`src/tcw_pkg.sv`:
```
// Package: types, codes and constants shared by the text console writer modules.
`timescale 1ns / 1ps

package tcw_pkg;

    // Fixed field widths
    localparam int OP_W   = 3;
    localparam int CHAR_W = 8;
    localparam int ATTR_W = 8;
    localparam int COL_W  = 7;
    localparam int ROW_W  = 5;
    localparam int CELL_DATA_W = ATTR_W + CHAR_W;

    // Default screen geometry
    localparam int DEF_NUM_COLUMNS = 80;
    localparam int DEF_NUM_ROWS    = 25;

    // Cell and character constants
    localparam logic [CELL_DATA_W-1:0] BLANK_CELL   = 16'h0720;
    localparam logic [ATTR_W-1:0]      ATTR_RESET   = 8'h07;
    localparam logic [CHAR_W-1:0]      NEWLINE_CODE = 8'h0A;

    // Operation codes of an input item
    localparam logic [OP_W-1:0] OP_CHAR    = 3'd0;
    localparam logic [OP_W-1:0] OP_MOVE    = 3'd1;
    localparam logic [OP_W-1:0] OP_SAVE    = 3'd2;
    localparam logic [OP_W-1:0] OP_RESTORE = 3'd3;
    localparam logic [OP_W-1:0] OP_READ    = 3'd4;

    typedef struct packed {
        logic [OP_W-1:0]   operation;
        logic [CHAR_W-1:0] char_code;
        logic [COL_W-1:0]  target_col;
        logic [ROW_W-1:0]  target_row;
    } t_in_item;

    typedef struct packed {
        logic [CHAR_W-1:0] cell_char;
        logic [ATTR_W-1:0] cell_attr;
        logic [COL_W-1:0]  cursor_col;
        logic [ROW_W-1:0]  cursor_row;
    } t_out_item;

    // Classified command passed from front to back
    typedef enum logic [2:0] {
        CMD_WRITE,
        CMD_NEWLINE,
        CMD_MOVE,
        CMD_SAVE,
        CMD_RESTORE,
        CMD_READ,
        CMD_NOP
    } t_cmd_kind;

    typedef struct packed {
        t_cmd_kind         kind;
        logic [CHAR_W-1:0] ch;
        logic [COL_W-1:0]  col;
        logic [ROW_W-1:0]  row;
    } t_cmd;

    typedef enum logic [2:0] {
        ST_CLEAR,
        ST_IDLE,
        ST_RDWAIT,
        ST_SCROLL,
        ST_FILL
    } t_back_state;

endpackage

```
`src/tcw_front.sv`:
```
// Front end: accepts input items and classifies them into back-end commands.
`timescale 1ns / 1ps

module tcw_front import tcw_pkg::*; #(
    parameter int NUM_COLUMNS = DEF_NUM_COLUMNS,
    parameter int NUM_ROWS    = DEF_NUM_ROWS
) (
    input  logic     i_in_valid,
    output logic     o_in_ready,
    input  t_in_item i_in_data,
    input  logic     i_busy_clear,
    input  logic     i_q_ready,
    output logic     o_q_valid,
    output t_cmd     o_q_cmd
);

    logic w_in_range;

    // Check target against the screen geometry
    assign w_in_range = ({1'b0, i_in_data.target_col} < (COL_W + 1)'(NUM_COLUMNS)) &&
                        ({1'b0, i_in_data.target_row} < (ROW_W + 1)'(NUM_ROWS));

    // Hold off items while the screen clear runs
    assign o_in_ready = i_q_ready && !i_busy_clear;
    assign o_q_valid  = i_in_valid && !i_busy_clear;

    // Classify the item; drop out-of-range moves and reads to no-ops
    always_comb begin
        o_q_cmd.ch  = i_in_data.char_code;
        o_q_cmd.col = i_in_data.target_col;
        o_q_cmd.row = i_in_data.target_row;
        unique case (i_in_data.operation)
            OP_CHAR: begin
                o_q_cmd.kind = (i_in_data.char_code == NEWLINE_CODE) ? CMD_NEWLINE : CMD_WRITE;
            end
            OP_MOVE: begin
                o_q_cmd.kind = w_in_range ? CMD_MOVE : CMD_NOP;
            end
            OP_SAVE: begin
                o_q_cmd.kind = CMD_SAVE;
            end
            OP_RESTORE: begin
                o_q_cmd.kind = CMD_RESTORE;
            end
            OP_READ: begin
                o_q_cmd.kind = w_in_range ? CMD_READ : CMD_NOP;
            end
            default: begin
                o_q_cmd.kind = CMD_NOP;
            end
        endcase
    end

endmodule

```
`config.mk`:
```
export PLATFORM = sky130hd
export DESIGN_NAME = tcw_front
export DESIGN_NICKNAME = d
export VERILOG_FILES = /design/src/tcw_pkg.sv /design/src/tcw_front.sv
export SDC_FILE = /design/constraint.sdc
export NUM_CORES = 1
export LEC_CHECK = 0
export ABC_CLOCK_PERIOD_IN_PS = 1000
export BUFFER_PORTS_ARGS = -buffer_cell sky130_fd_sc_hd__buf_2
export CAP_MARGIN = 30
export CORE_AREA = 2 2 39 41
export DETAILED_ROUTE_END_ITERATION = 6
export DIE_AREA = 0 0 41 43
export MAX_ROUTING_LAYER = met4
export PLACE_DENSITY = 0.69
export SLEW_MARGIN = 20
export SYNTH_ARGS = -nofsm -noshare
export SYNTH_HDL_FRONTEND = slang
export SYNTH_SLANG_ARGS = --single-unit
```
`constraint.sdc`:
```
create_clock -name vclk -period 1
set_input_delay 0.1 -clock vclk [all_inputs]
set_output_delay 0.1 -clock vclk [all_outputs]
set_load 0.1 [all_outputs]
```
# ---- Word level (Yosys, flattened, before mapping)
# Index checks and enable logic that the tools add are counted.
dict set report totals {
  reg_bits 0
  input_bits 26
  out_inout_bits 25
  elab_cells 16
}
dict set report classes {
  n_lt_le_gt_ge 2
  reduce_logical 5
  mux 4
  n_eq_ne 5
}
# op n
set op_table {}
lappend op_table {{3-bit one-hot mux with 5 select lines} 1}
lappend op_table {{8-bit by 4-bit equality test with 1-bit output, second input constant} 1}
lappend op_table {{7-bit less-than comparator, second input constant} 1}
lappend op_table {{3-bit by 2-bit equality test with 1-bit output, second input constant} 2}
lappend op_table {{5-bit less-than comparator, second input constant} 1}
lappend op_table {{3-bit by 1-bit equality test with 1-bit output, second input constant} 1}
lappend op_table {{3-bit equality test, second input constant} 1}
lappend op_table {{1-bit logical AND} 3}
lappend op_table {{3-bit zero test} 1}
lappend op_table {{3-bit 2-to-1 mux} 1}
lappend op_table {{2-bit 2-to-1 mux} 1}
lappend op_table {{1-bit zero test} 1}
lappend op_table {{1-bit 2-to-1 mux} 1}

# ---- Depth between registers and ports, before layout
# Gate-level depths: netlist of run 1.
dict set report logic_depth {
  depth_word 4
  mapped_depth 3
  mapped_depth_nobuf 3
}

# ---- Worst setup path after synthesis of run 1
# No wires, ideal clock.
dict set report synth_timing {
  path_kind {input to output}
  startpoint {input port i_in_data[2] (netlist bit)}
  endpoint {output port o_q_cmd[20] (netlist bit)}
  n_path_buf 0
  cell_stages 3
  arrival_time_ns 2.785
  slack_ns -1.885
  path_cell_list {o311ai_1 nand3b_1 a211oi_1}
}
# element line
set synth_lines {}
lappend synth_lines {{start, declared} tcw_front.sv:10} ;# input t_in_item i_in_data,
lappend synth_lines {{end, declared} tcw_front.sv:14} ;# output t_cmd o_q_cmd

==> results of run 1 <==
## timing repair
item,4_1_cts,5_1_grt
endpoints found under the hold margin,0,0
endpoints found under the setup margin,3,3
hold buffers,0,0
cloned,0,0
resized for setup,14,2
pin swaps,1,1
## through the flow
stage          instances  area (um2)  TNS (ns)  worst slack [ns]  utilization (%)
5_1_grt               87       849.6   -0.7216           -0.2862            61.39
6_report              87       849.6   -0.5959           -0.2433            61.39
4_1_cts               87       840.8   -0.6297           -0.2542            60.76
2_1_floorplan         32       286.5   -0.6404           -0.5407                -
3_3_place_gp          87       777.0   -0.9410           -0.3195            56.15
3_5_place_dp          87       777.0   -0.9305           -0.3130            56.15
## worst max-delay path, delay by kind of cell
kind | cells | cell delay, ns
AO/OA/AOI/OAI | 2 | 0.53
buffers and inverters | 2 | 0.31
AND/OR/NAND/NOR | 1 | 0.20
## cell type report
class / instances / area [um2]
fill: 115 / 534.3
multi-input combinational: 12 / 162.7
tap: 16 / 20.02
timing repair buffer: 59 / 666.9
## per-layer routing
metal	part of all wire (%)	track usage (%)	vias to the layer above
li1	-	-	168
met1	24	9.810	164
met2	66	23.75	21
met3	9.8	0.5236	0
met4	0	0.6667	0
met5	0	-	-
## worst max-delay path by stage
stage                       startpoint           to  depth (start not counted)
after floorplan           i_in_data[2]  o_q_cmd[20]                          3
after global placement    i_in_data[2]  o_q_cmd[21]                          5
after detailed placement  i_in_data[2]  o_q_cmd[21]                          5
after CTS                 i_in_data[2]  o_q_cmd[20]                          5
after global routing      i_in_data[2]  o_q_cmd[20]                          5
final                     i_in_data[2]  o_q_cmd[20]                          5
## placed cells by master (no fill, tap or decap)
cell       n
a211oi_4   1
nor2b_4    2
xor2_1     1
o311ai_4   1
a21o_2     2
buf_2     20
a211oi_2   1
buf_6      1
nor4bb_4   1
nand3b_1   1
nor4_2     1
buf_4     16
buf_8      1
o21ai_0    1
buf_12    21
## cell families (layout without fill, tap and decap cells)
logic type,Yosys count,count (layout),synth area share (%)
xor+xnor,1,1,3.628
simple gates,5,5,15.03
buf+inv,20,59,62.17
compound gates,6,6,19.17
## power by group
group	switching [mW]	internal, mW	total [mW]
Clock	0	0	0
Sequential	0	0	0
Combinational	0.459	0.289	0.748
Total	0.459	0.289	0.748
==> reports/metrics.yaml, run 1 <==
status: "finished, violations left"
violations: "negative setup slack"
fin_crit_ns: 1.243
critPathSlowestCell: "a211oi_4"
ff_latch_area_um2: 0
viasPerCell: 4.057
die_y_um: 43
drc: 0
design.core.area_um2: 1384
grt_overflow_total: 0
synth_cell_type_count: 10
finalSetupViolCount: 3
synth_top_area_cell: "buf_4"
synth.area.top_cells: "buf_4 (62%), a21o_2 (7.3%), a211oi_1 (6.2%)"
min_from: "i_in_data[5]"
hold_class: "in -> out"
seq_cell_count: 0
crit_chain: "buf_8 -> o311ai_4 -> nand3b_1 -> a211oi_4 -> buf_12"
rsz0062_at_grt: "true"
postRouteAntennaNets: 0
slew_violations: 0
pwr_density_cell_nw_per_um2: 880.3
irDropWorstVdd_uv: 461.5
worstMarginPinSlew_ns: 0.2523
die_w_um: 41
netlist_area_um2: 241.5
drt_iter0_drc: 0
cp.required_ns: 0.90
synth_top_cell_area_share_pct: 62.18
crit_type: "in -> out"
fin_ws_ns: -0.2433
grt_pass1_wl_um: 1386
endpoint_kind: "output port"
routed_wl_um: 947
min_to: "o_q_cmd[5]"
p_leak_nw: 0.4184
n_antenna_cell: 0
antenna_found_initial: 0
start_kind: "primary input"
start_util_pct: 17.45
max_stage_delay_ns: 0.28
routedWlPerCell_um: 10.89
cp_max_fo: 3
core.rowCount: 14
syn_to_final_growth_pct: 251.8
dieArea_um2: 1763
clock_buffers: 0
synthCells: 32
nets: 99
cap_viol_max_count: 0
grt_use_total_pct: 11.16
cp.arrival_ns: 1.14
io_buffer_count: 43
hold_violations: 0
fmax_mhz: 804.3
hold_slack_ns: 0.2000
avgSynthCellArea_um2: 7.546
first_pass_iters: 1
drive_above_1_share_pct: 95.77
period_share_pct: 124.3
yosysMostFrequentCell: "buf_4"
grt_max_degree: 5
synth-warning-count: 0
hold_depth: 0
relSlewSlack_pct: 83.15
p_total_mw: 0.7478
synth_commonest_cells: "buf_4 (20), a211oi_1 (2), a21o_2 (2), nor2b_1 (2)"
seq_area_frac_synth_pct: 0
synth_fp_nets: 58
place.gp.congestion: 0.6084
grt_pass1_vias: 361
ioPinCount: 51
post-cts-setup-buffers: 0
num_vias: 353
No activity file was read; power rests on OpenSTA's default activity.
==> inputs of run 2 (changes only) <==
ABC_CLOCK_PERIOD_IN_PS = 1100   (was 1000)
PLACE_DENSITY = 0.71   (was 0.69)
clock period = 1.1 ns   (was 1 ns; I/O delays follow)
==> reports/metrics.yaml, run 2 (synthesis results as in run 1) <==
place.gp.congestion: 0.5810
multi_input_area_um2: 132.6
io_buffer_count: 43
endpoint_kind: "output port"
crit_family: "compound AO/OA/AOI/OAI gates"
fin_crit_ns: 1.277
worst-path-buf-inv: 2
layout.cells.most_common: "buf_2"
crit_chain: "buf_2 -> nor4bb_2 -> a211oi_1 -> a211oi_4 -> buf_12"
seq_cell_count: 0
start_util_pct: 17.45
routed_wl_um: 652
drc: 0
max_stage_delay_ns: 0.30
antenna_found_initial: 0
violations: "negative setup slack"
dieArea_um2: 1763
nFillCells: 151
grt_max_degree: 5
drt_iter0_drc: 2
fmax_mhz: 783.4
core.rowCount: 14
routedWlPerCell_um: 9.183
grt_overflow_total: 0
critPathSlowestCell: "nor4bb_2"
die_w_um: 41
post-cts-setup-buffers: 0
hold_violations: 0
nets: 83
num_vias: 289
p_leak_nw: 0.2346
worstMarginPinSlew_ns: 0.4876
drive_above_1_share_pct: 90.91
cp.required_ns: 0.99
slew_violations: 0
ctsHoldBuffers: 0
rsz0062_at_grt: "true"
die_y_um: 43
viasPerCell: 4.070
final_core_util_pct: 32.91
design.core.area_um2: 1384
dp_hpwl_um: 601.7
most-common-layout-cells: "buf_2 (36), buf_12 (5), a21o_2 (2), nor2b_2 (2), buf_6 (2)"
fin_ws_ns: -0.1765
status: "finished, violations left"
crit_type: "in -> out"
cp_max_fo: 2
finalSetupViolCount: 3
cp.arrival_ns: 1.17
first_pass_iters: 2
clock_buffers: 0
syn_to_final_growth_pct: 88.60
n_antenna_cell: 0
cap_viol_max_count: 0
grt_pass1_vias: 245
relSlewSlack_pct: 67.72
ioPinCount: 51
period_share_pct: 116.0
postRouteAntennaNets: 0
start_kind: "primary input"
irDropWorstVdd_uv: 286.7
grt_use_total_pct: 6.039
pwr_density_cell_nw_per_um2: 1105
p_total_mw: 0.5032
ff_latch_area_um2: 0
hold_class: "in -> out"
grt_pass1_wl_um: 793
[run 2: timing repair]
item	in CTS	in global routing
pin swaps	1	2
setup endpoints to repair	3	3
resized for setup	9	2
[run 2: area by class of cell]
class              count  area share, %
multi-input cells     12          29.12
repair buffers        43          66.48
well taps             16          4.396
[run 2: power by group]
group / leakage (nW) / internal [mW] / total (mW) / switching [mW]
sequential: 0 / 0 / 0 / 0
clock: 0 / 0 / 0 / 0
combinational: 0.235 / 0.122 / 0.503 / 0.381
total: 0.235 / 0.122 / 0.503 / 0.381
[run 2: through the flow]
stage          setup TNS, ns  area (um2)  cells  setup WS, ns  hold WS [ns]
5_1_grt              -0.5021       455.4     71       -0.2200        0.2202
3_3_place_gp         -0.6858       406.6     71       -0.2369        0.2212
4_1_cts              -0.4363       446.7     71       -0.1934        0.2212
6_report             -0.3777       455.4     71       -0.1765        0.2200
2_1_floorplan        -0.4607       276.5     32       -0.4607        0.3226
3_5_place_dp         -0.7241       406.6     71       -0.2473        0.2212
[run 2: final timing paths]
check	endpoint	from	cells after the start
setup / recovery	o_q_cmd[20]	i_in_data[12]	5
hold / removal	o_q_cmd[5]	i_in_data[5]	0
[run 2: routing by layer]
metal	global-route usage, %	wire (um)
met2	15.31	413
met5	-	0
met1	3.165	157
met4	0	0
met3	0	81
