File: src/tcw_pkg.sv
// Package: types, codes and constants shared by the text console writer modules.
`timescale 1ns / 1ps

package tcw_pkg;

    // Fixed field widths
    localparam int OP_W   = 3;
    localparam int CHAR_W = 8;
    localparam int ATTR_W = 8;
    localparam int COL_W  = 7;
    localparam int ROW_W  = 5;
    localparam int CELL_DATA_W = ATTR_W + CHAR_W;

    // Default screen geometry
    localparam int DEF_NUM_COLUMNS = 80;
    localparam int DEF_NUM_ROWS    = 25;

    // Cell and character constants
    localparam logic [CELL_DATA_W-1:0] BLANK_CELL   = 16'h0720;
    localparam logic [ATTR_W-1:0]      ATTR_RESET   = 8'h07;
    localparam logic [CHAR_W-1:0]      NEWLINE_CODE = 8'h0A;

    // Operation codes of an input item
    localparam logic [OP_W-1:0] OP_CHAR    = 3'd0;
    localparam logic [OP_W-1:0] OP_MOVE    = 3'd1;
    localparam logic [OP_W-1:0] OP_SAVE    = 3'd2;
    localparam logic [OP_W-1:0] OP_RESTORE = 3'd3;
    localparam logic [OP_W-1:0] OP_READ    = 3'd4;

    typedef struct packed {
        logic [OP_W-1:0]   operation;
        logic [CHAR_W-1:0] char_code;
        logic [COL_W-1:0]  target_col;
        logic [ROW_W-1:0]  target_row;
    } t_in_item;

    typedef struct packed {
        logic [CHAR_W-1:0] cell_char;
        logic [ATTR_W-1:0] cell_attr;
        logic [COL_W-1:0]  cursor_col;
        logic [ROW_W-1:0]  cursor_row;
    } t_out_item;

    // Classified command passed from front to back
    typedef enum logic [2:0] {
        CMD_WRITE,
        CMD_NEWLINE,
        CMD_MOVE,
        CMD_SAVE,
        CMD_RESTORE,
        CMD_READ,
        CMD_NOP
    } t_cmd_kind;

    typedef struct packed {
        t_cmd_kind         kind;
        logic [CHAR_W-1:0] ch;
        logic [COL_W-1:0]  col;
        logic [ROW_W-1:0]  row;
    } t_cmd;

    typedef enum logic [2:0] {
        ST_CLEAR,
        ST_IDLE,
        ST_RDWAIT,
        ST_SCROLL,
        ST_FILL
    } t_back_state;

endpackage

File: src/tcw_queue.sv
// Two-entry command queue between front and back end.
`timescale 1ns / 1ps

module tcw_queue import tcw_pkg::*; (
    input  logic i_clk,
    input  logic i_rst_n,
    input  logic i_push_valid,
    output logic o_push_ready,
    input  t_cmd i_push_cmd,
    output logic o_pop_valid,
    input  logic i_pop,
    output t_cmd o_pop_cmd
);

    t_cmd       r_entry [2];
    logic       r_wr_ptr;
    logic       r_rd_ptr;
    logic [1:0] r_count;
    logic       w_push;
    logic       w_pop;

    assign o_push_ready = (r_count != 2'd2);
    assign o_pop_valid  = (r_count != 2'd0);
    assign o_pop_cmd    = r_entry[r_rd_ptr];
    assign w_push       = i_push_valid && o_push_ready;
    assign w_pop        = i_pop && o_pop_valid;

    // Store pushed command
    always_ff @(posedge i_clk) begin
        if (w_push) begin
            r_entry[r_wr_ptr] <= i_push_cmd;
        end
    end

    // Advance pointers and count
    always_ff @(posedge i_clk) begin
        if (!i_rst_n) begin
            r_wr_ptr <= 1'b0;
            r_rd_ptr <= 1'b0;
            r_count  <= 2'd0;
        end else begin
            if (w_push) begin
                r_wr_ptr <= ~r_wr_ptr;
            end
            if (w_pop) begin
                r_rd_ptr <= ~r_rd_ptr;
            end
            case ({w_push, w_pop})
                2'b10:   r_count <= r_count + 2'd1;
                2'b01:   r_count <= r_count - 2'd1;
                default: r_count <= r_count;
            endcase
        end
    end

endmodule

File: config.mk
export PLATFORM = sky130hd
export DESIGN_NAME = tcw_queue
export DESIGN_NICKNAME = d
export VERILOG_FILES = /design/src/tcw_pkg.sv /design/src/tcw_queue.sv
export SDC_FILE = /design/constraint.sdc
export NUM_CORES = 1
export LEC_CHECK = 0
export BUFFER_PORTS_ARGS = -buffer_cell sky130_fd_sc_hd__buf_2
export CAP_MARGIN = 20
export CORE_MARGIN = 4
export CORE_UTILIZATION = 50
export CTS_CLUSTER_DIAMETER = 120
export CTS_CLUSTER_SIZE = 14
export DETAILED_ROUTE_END_ITERATION = 8
export GPL_TIMING_DRIVEN = 0
export MAX_ROUTING_LAYER = met4
export PLACE_DENSITY_LB_ADDON = 0.25
export SLEW_MARGIN = 10
export SYNTH_ARGS = -nofsm -noshare
export SYNTH_HDL_FRONTEND = slang
export SYNTH_SLANG_ARGS = --single-unit
File: constraint.sdc
create_clock -name i_clk -period 1.95 [get_ports i_clk]
set_input_delay 0.0975 -clock i_clk [delete_from_list [all_inputs] [get_ports i_clk]]
set_output_delay 0.0975 -clock i_clk [all_outputs]
set_load 0.02 [all_outputs]
Yosys cells after proc, flatten, opt, wreduce, memory -nomap -nowiden
Memories as Yosys holds them, arrays and structs flattened. A register that Yosys moved wholly into a read port is not among the register bits. Cells that the tools add are included.

Flip-flop bits (word level): 4. Bits in writable memories: 46. Input bits: 27. Output and inout port bits: 25. Logic and storage cells: 20. Memories kept: 1.

$add $sub $neg: 2. Equal/unequal tests: 3. Mux-type cells: 5. Bitwise operators: 2. Reductions and logical operators: 4.

Memory list: r_entry (depth 2, bits a word 23, rd ports 1, clocked after Yosys merged registers in 1, wr ports 1, line tcw_queue.sv:15) `t_cmd r_entry [2];`.

Operators by type and width (count): two-way mux 1 bit (4); one-hot mux 2 bit (2 select lines) (1); nonzero test 2 bit (2); adder 2 x 1 -> 2 bit, second input constant (1); equality test 2 x 1 -> 1 bit, second input constant (1); equality test 2 bit, second input constant (1); logical AND 1 bit (2); != test 2 bit, second input constant (1); inverter 1 bit (2); subtractor 2 x 1 -> 2 bit, second input constant (1).

Logic depth before layout (Yosys ltp)
Gate-level depths: netlist of the first run.

Word-level depth: 4. Gate-level depth with buffers: 6. Mapped depth without buffers: 6.

Worst setup path after synthesis of the first run
No wires, ideal clock.

Path type: flip-flop to flip-flop. Start: reg r_count[0]. End: mem r_entry[1][0] (netlist name), enable pin. Library setup time: 0.382 ns. Arrival: 1.374 ns. Required time: 1.568 ns. Setup slack: 0.194 ns. Stages on the path, launching flop included: 3. Path buffers: 0. Clock period less this slack: 1.756 ns. Cells stage by stage: dfxtp_1 -> nand2b_1 -> and3_1.

Longest elaborated chain between the ends: 4.

RTL lines: from (decl) (line tcw_queue.sv:18) `logic [1:0] r_count;`; from (signal assigned) (line tcw_queue.sv:49) `2'b10: r_count <= r_count + 2'd1;`; from (signal assigned) (line tcw_queue.sv:50) `2'b01: r_count <= r_count - 2'd1;`; from (signal assigned) (line tcw_queue.sv:51) `default: r_count <= r_count;`; != test 2 bit (line tcw_queue.sv:22) `assign o_push_ready = (r_count != 2'd2);`; via o_push_ready (line tcw_queue.sv:8) `output logic o_push_ready,`; logical AND 1 bit (line tcw_queue.sv:25) `assign w_push = i_push_valid && o_push_ready;`; two-way mux 1 bit (line tcw_queue.sv:30) `if (w_push) begin`; two-way mux 1 bit (not written as such) (line tcw_queue.sv:31) `r_entry[r_wr_ptr] <= i_push_cmd;`; to (decl) (line tcw_queue.sv:15).

The timed path passes the listed nets, and every way through them passes these cells.

Worst setup path after layout of the first run
Start: reg r_count[0]. End: mem r_entry[0][6] (netlist name), enable pin.

Longest elaborated chain between the ends: 4.

RTL lines (line): != test 2 bit (tcw_queue.sv:22); logical AND 1 bit (tcw_queue.sv:25); two-way mux 1 bit (tcw_queue.sv:30); two-way mux 1 bit (not written as such) (tcw_queue.sv:31).

Every way passes these cells.

==> results of run 1 <==
routing by layer:
| layer | vias to the layer above | wire [um] | GRT usage |
|---|---|---|---|
| li1 | 528 | - | - |
| met1 | 517 | 1220 | 0.146 |
| met2 | 31 | 1780 | 0.272 |
| met3 | 5 | 178 | 0.0565 |
| met4 | 0 | 72 | 0.0716 |
| met5 | - | 0 | - |
area by class of cell:
| class | instances | area (um^2) |
|---|---|---|
| sequential | 51 | 1480 |
| fill | 270 | 1140 |
| timing repair buffer | 74 | 485 |
| multi-input combinational | 41 | 392 |
| clock buffer | 7 | 86.3 |
| tap | 48 | 60.1 |
| buffer | 2 | 10.0 |
| clock inverter | 1 | 5.00 |
| inverter | 1 | 3.75 |
worst max-delay path by stage:
| stage | to | slack [ns] | cells past startpoint |
|---|---|---|---|
| 2_1_floorplan | r_entry[1][0] | 0.19 | 2 |
| 3_3_place_gp | r_entry[1][0] | 0.06 | 2 |
| 3_5_place_dp | r_entry[1][0] | -0.02 | 2 |
| 4_1_cts | r_entry[0][2] | 0.12 | 3 |
| 5_1_grt | r_entry[0][6] | 0.06 | 3 |
| 6_report | r_entry[0][6] | 0.16 | 3 |
worst max-delay path, stage by stage, from the launching register on:
cell	delay, ns
dfxtp_1	0.43
nand2b_1	0.23
nand3b_1	0.11
inv_1	0.65
cell usage after synthesis:
cell       n
a21bo_2    1
a21boi_0   1
a21boi_1   1
and2_1     1
and3_1     1
buf_2      2
dfxtp_1    5
edfxtp_1  46
ha_1       1
inv_1      1
mux2_2    23
nand2_1    1
nand2b_1   1
nand3b_1   1
nor2b_1    2
o21a_1     1
o21ai_0    1
or2_2      1
or3_1      1
xnor2_1    3
logic make-up after synthesis:
group | synth area share
fa+ha+maj | 0.00663
buf+inv | 0.00730
xor+xnor | 0.0139
compound gates | 0.0199
simple gates | 0.0292
mux | 0.137
flops | 0.786
flip-flops by register name (all words and copies together) (netlist names), named ones only:
register / flops
r_entry: 46
r_count: 2
r_rd_ptr: 1
r_wr_ptr: 1
timing repair:
item,in CTS,in global routing
setup endpoints to repair,23,0
gates resized for setup,1,0
hold endpoints to repair,46,0
hold buffers,23,0
power breakdown:
group | internal, uW | switching (uW)
Combinational | 447 | 570
Sequential | 1390 | 71.4
Clock | 286 | 318
Total | 2120 | 959
metrics by stage:
stage	area, um^2	hold WS, ns	setup slack, ns
after floorplan	1890	0.196	0.194
after detailed placement	2200	0.289	-0.0207
after CTS	2520	0.0558	0.123
after global placement	2200	0.285	0.0650
after global routing	2520	0.0688	0.0556
final	2520	0.0665	0.160
cell usage in the layout, fill, tap and decap left out, drive strengths merged, types with 2 or more instances in the layout:
cell type	n
edfxtp	46
buf	53
a21boi	2
mux2	23
dfxtp	5
xnor2	3
nor2b	2
clkbuf	7
dlygate4sd3	23
==> results by group, run 1 <==
Final layout
  • # nets final: 204
  • Area Growth Syn to Fin: 33.8%
  • Post-route insts no fill: 225
  • Fin util: 0.689
  • Fraction of layout cells with a size suffix above 1: 0.486
  • Inserted Diodes: 0

Worst setup path
  • Worst reg2reg endpoint: r_entry[0][6]
  • Crit path required time: 1.88 ns
  • Worst reg-to-reg path cell count: 3
  • Crit end category: flop
  • Crit path from: r_count[0]
  • Worst reg2reg setup slack: 0.16 ns
  • Crit path DAT: 1.72 ns
  • CP Class: reg -> reg
  • Max FO, Critical Path: 23
  • CP startpoint kind: flop
  • RR Startpoint: r_count[0]

Clock tree
  • Clock-pin slew of the registers on the worst-case setup and hold paths: 0.08 ns
  • CTS tree: yes
  • CTS H-tree lvls: 2
  • Clock Latency Late Sink: 0.30 ns
  • Root buf cell: clkbuf_8
  • Deepest clock path buffer count: 2
  • Post-CTS Setup Bufs: 0
  • CTS sink count: 51
  • Num CTS Buffers: 5

Timing
  • Least-Margin Pin Slew: 0.872 ns
  • Fin Setup TNS: 0 ns
  • Final period util: 0.918
  • RSZ-0062 raised after global routing: no
  • Slew Limit Headroom: 0.418
  • Worst clock skew: 0.0102 ns
  • Max Fclk: 559 MHz
  • Minimum clock period: 1.79 ns
  • # setup viols final: 0
  • Final hold viol count: 0
  • Max-slew violation count: 0

GRT
  • First-pass GRT wire length: 5.38 mm
  • All-layer global routing usage: 0.153
  • Pin count of the biggest net entering global routing: 24
  • Initial antenna violation count: 0
  • Vias in the first global route: 1,208
  • Gr ovfl total: 0

Placement
  • Post-Place Cells: 194
  • I/O Buffers: 51
  • Detail Placement HPWL: 2.14 mm
  • Gpl congestion: 0.675

Routing
  • First drt pass iteration count: 4
  • Routed Antenna Nets: 0
  • Iteration-0 DRC Markers: 46
  • Routed wire length per instance: 14.4 um
  • Vias per cell: 4.80
  • Via count: 1,081
  • DRC: 0
  • Wirelength, routed: 3.25 mm

Min path
  • Worst Hold Class: in -> reg
  • Hold path depth: 2
  • Hold path start: i_rst_n

Floorplanning
  • Initial Util: 0.515
  • Core Region: 3660 um^2
  • IO Count: 52
  • DIE WIDTH: 69.4 um
  • Die Y: 69.4 um
  • Die area: 4820 um^2
  • FP Rows: 22

Power and ir drop
  • Pleak: 0.000966 uW
  • Total power: 3080 uW
  • Peak VDD IR: 0.678 mV
  • Power Dens Cells: 1220 nW/um^2

Synth
  • Netlist cell types: 20
  • Sequential share of the synthesized area: 0.786
  • Synth area leader: edfxtp_1
  • Cells after Synth: 95
  • Syn_area_per_cell: 19.8 um^2
  • Synth area leaders: edfxtp_1 73%, mux2_2 14%, dfxtp_1 5.3%
  • Post-synth top area share: 0.733
  • Syn nets: 123
  • Mapped Area: 1890 um^2
  • Synth Warn #: 0
  • FF+latch count, synth: 51

Job
  • MaxCap Viol Count: 0

Status
  • Outcome: finished, final reports clean
Note: power is estimated with default switching activity, not from simulation.
==> run 2, diff against run 1 <==
--- a/config.mk
+++ b/config.mk
@@ -7,12 +7,10 @@
 export LEC_CHECK = 0
 export BUFFER_PORTS_ARGS = -buffer_cell sky130_fd_sc_hd__buf_2
 export CAP_MARGIN = 20
-export CORE_MARGIN = 4
-export CORE_UTILIZATION = 50
+export CORE_UTILIZATION = 51
 export CTS_CLUSTER_DIAMETER = 120
 export CTS_CLUSTER_SIZE = 14
 export DETAILED_ROUTE_END_ITERATION = 8
-export GPL_TIMING_DRIVEN = 0
 export MAX_ROUTING_LAYER = met4
 export PLACE_DENSITY_LB_ADDON = 0.25
 export SLEW_MARGIN = 10
==> run 2 against run 1 <==
  * Hold slack improved by 0.0032 ns
  * Worst setup slack improved by 0.094 ns
  * Die area decreased by 18%
  * Sequential power about the same
  * Clock power increased by 15%
  * Critical path depth unchanged
==> results by group, run 2 (synthesis results as in run 1) <==
Status
  • Outcome: finished, final reports clean

Worst setup path
  • CP Cell Sequence: buf_12 -> mux2_2 -> buf_2
  • Crit end category: output port
  • Crit path DAT: 1.60 ns (-0.12 ns)
  • Crit path required time: 1.85 ns (-0.03 ns)
  • Crit path max-delay family: flip-flops
  • Critical path's slowest cell: dfxtp_1
  • CP bufs+invs: 2 (+1)
  • Max FO, Critical Path: 16 (-30%)
  • Worst reg2reg setup slack: 0.31 ns (+0.15 ns)
  • CP Class: reg -> out
  • Crit-path max cell delay: 0.57 ns (-0.08 ns)
  • CP startpoint kind: flop

Floorplanning
  • Core Region: 3440 um^2 (-6.0%)
  • DIE WIDTH: 62.8 um (-9.5%)
  • Die Y: 62.8 um (-9.5%)
  • Initial Util: 0.548 (+0.0328)
  • FP Rows: 21 (-4.5%)
  • Die area: 3940 um^2 (-18%)
  • IO Count: 52 (unchanged)

Routing
  • Iteration-0 DRC Markers: 36 (-22%)
  • Routed Antenna Nets: 0 (unchanged)
  • Wirelength, routed: 3.10 mm (-4.6%)
  • Met2 WL: 1.72 mm (-3.8%)
  • Via count: 1,106 (+2.3%)
  • Routed wire length per instance: 13.8 um (-4.2%)
  • Met3 routed WL: 192 um (+7.9%)
  • DRC: 0 (unchanged)
  • First drt pass iteration count: 4 (unchanged)
  • Met1 WL: 1.07 mm (-12%)
  • Max layer used: met4
  • Vias per cell: 4.94 (+2.8%)

GRT
  • Initial antenna violation count: 0 (unchanged)
  • All-layer global routing usage: 0.180 (+0.0270)
  • Pin count of the biggest net entering global routing: 24 (unchanged)
  • First-pass GRT wire length: 4.93 mm (-8.2%)
  • Gr ovfl total: 0 (unchanged)
  • Vias in the first global route: 1,134 (-6.1%)

Timing
  • Fin Setup TNS: 0 ns (unchanged)
  • Max Fclk: 590 MHz (+5.6%)
  • RSZ-0062 raised after global routing: no
  • Final period util: 0.870 (-0.0484)
  • Final worst slack: 0.254 ns (+0.0945 ns)
  • Least-Margin Pin Slew: 0.407 ns (-0.465 ns)
  • # setup viols final: 0 (unchanged)
  • WHS: 0.0697 ns (+0.00324 ns)
  • Slew Limit Headroom: 0.729 (+0.310)
  • Worst clock skew: 0.00899 ns (-0.00118 ns)
  • Minimum clock period: 1.70 ns (-0.0945 ns)
  • Max-slew violation count: 0 (unchanged)
  • Final hold viol count: 0 (unchanged)

Final layout
  • # nets final: 205 (+0.49%)
  • Inserted Diodes: 0 (unchanged)
  • Reg with most FFs: r_entry
  • Most common cell after layout, fill and taps aside: buf_2
  • Top flop regs: r_entry: 46 flops, r_count: 2 flops
  • Highest-count cells in the layout ignoring fill and taps: 51 x buf_2, 46 x edfxtp_1, 23 x mux2_2, 23 x dlygate4sd3_1
  • Post-route insts no fill: 224 (-0.44%)
  • Max reg flops: 46 (unchanged)
  • Fraction of layout cells with a size suffix above 1: 0.489 (+0.00289)
  • Area Growth Syn to Fin: 36.1%

Clock tree
  • Hold_buf cts: 23 (unchanged)
  • CTS sink count: 51 (unchanged)
  • Clock Latency Late Sink: 0.30 ns (about the same)
  • CTS H-tree lvls: 2 (unchanged)
  • CTS tree: yes
  • Clock-pin slew of the registers on the worst-case setup and hold paths: 0.08 ns (about the same)
  • Deepest clock path buffer count: 2 (unchanged)
  • Num CTS Buffers: 5 (unchanged)
  • Root buf cell: clkbuf_8
  • Post-CTS Setup Bufs: 0 (unchanged)
  • Resized cells post-CTS: 0 (-1)

Placement
  • I/O Buffers: 51 (unchanged)
  • Detail Placement HPWL: 1.97 mm (-8.0%)
  • Gpl congestion: 0.636 (-5.7%)
  • Placement Setup Slack: 0.307 ns (+0.328 ns)
  • Post-Place Cells: 193 (-0.52%)

Power and ir drop
  • Gate power share: 0.324 (-0.006)
  • Peak VDD IR: 0.793 mV (+17%)
  • Pleak: 0.000984 uW (+1.9%)
  • Total power: 3210 uW (+4.0%)
  • Sw Share: 0.300 (-0.0115)
  • NetSw: 961 uW (+0.19%)
  • Power Internal: 2240 uW (+5.8%)
  • Reg power frac: 0.459 (-0.015)
  • Power Dens Cells: 1250 nW/um^2 (+2.3%)
  • Clock power frac: 0.217 (+0.021)

Job
  • MaxCap Viol Count: 0 (unchanged)

Min path
  • Worst Hold Class: in -> reg
run 2: changes by cell type in the layout (fill, tap and decap cells not counted), sizes merged:
cell | before | now
buf | 53 | 54
bufinv | 0 | 1
clkbuf | 7 | 5
clkinv | 1 | 2
run 2: per-stage QoR:
stage | cell area, um^2 | utilization
after CTS | 2570 | 0.746
after floorplan | 1890 | -
after global placement | 2220 | 0.646
after global routing | 2570 | 0.746
final | 2570 | 0.746
after detailed placement | 2220 | 0.646
run 2: metal layers:
layer  track usage  vias to the layer above
met4         0.125                        0
met3        0.0511                       13
met2         0.321                       39
met1         0.163                      523
li1              -                      531
met5             -                        -
run 2: power by group through the flow:
stage | clock network [uW] | registers [uW] | logic [uW]
finish | 696 | 1470 | 1040
global route | 748 | 1490 | 1110
CTS | 714 | 1470 | 1050
detailed placement | 0 | 1500 | 1010
global placement | 0 | 1480 | 979
floorplan | 0 | 1460 | 712
run 2: layout make-up:
cell class / instances / area, um^2
multi-input cells: 41 / 390
fillers: 219 / 876
clock inverters: 3 / 43.8
inverters: 1 / 3.75
flip-flops and latches: 51 / 1480
well taps: 46 / 57.6
clock buffers: 5 / 68.8
repair buffers: 77 / 520
run 2: worst paths after layout:
| kind | cells after the start | start | to |
|---|---|---|---|
| min reg2reg | 2 | r_count[1] | r_count[1] |
| max reg2reg | 5 | r_count[0] | r_count[1] |
| min | 2 | i_rst_n | r_count[0] |
| max | 3 | flop | o_pop_cmd[21] |
run 2: worst register-to-register path, stage by stage (launching register included):
cell and delay [ns]:
dfxtp_1 0.42, nand2b_1 0.21, nand2_1 0.09, ha_1 0.33, or3_1 0.38, a21boi_1 0.15
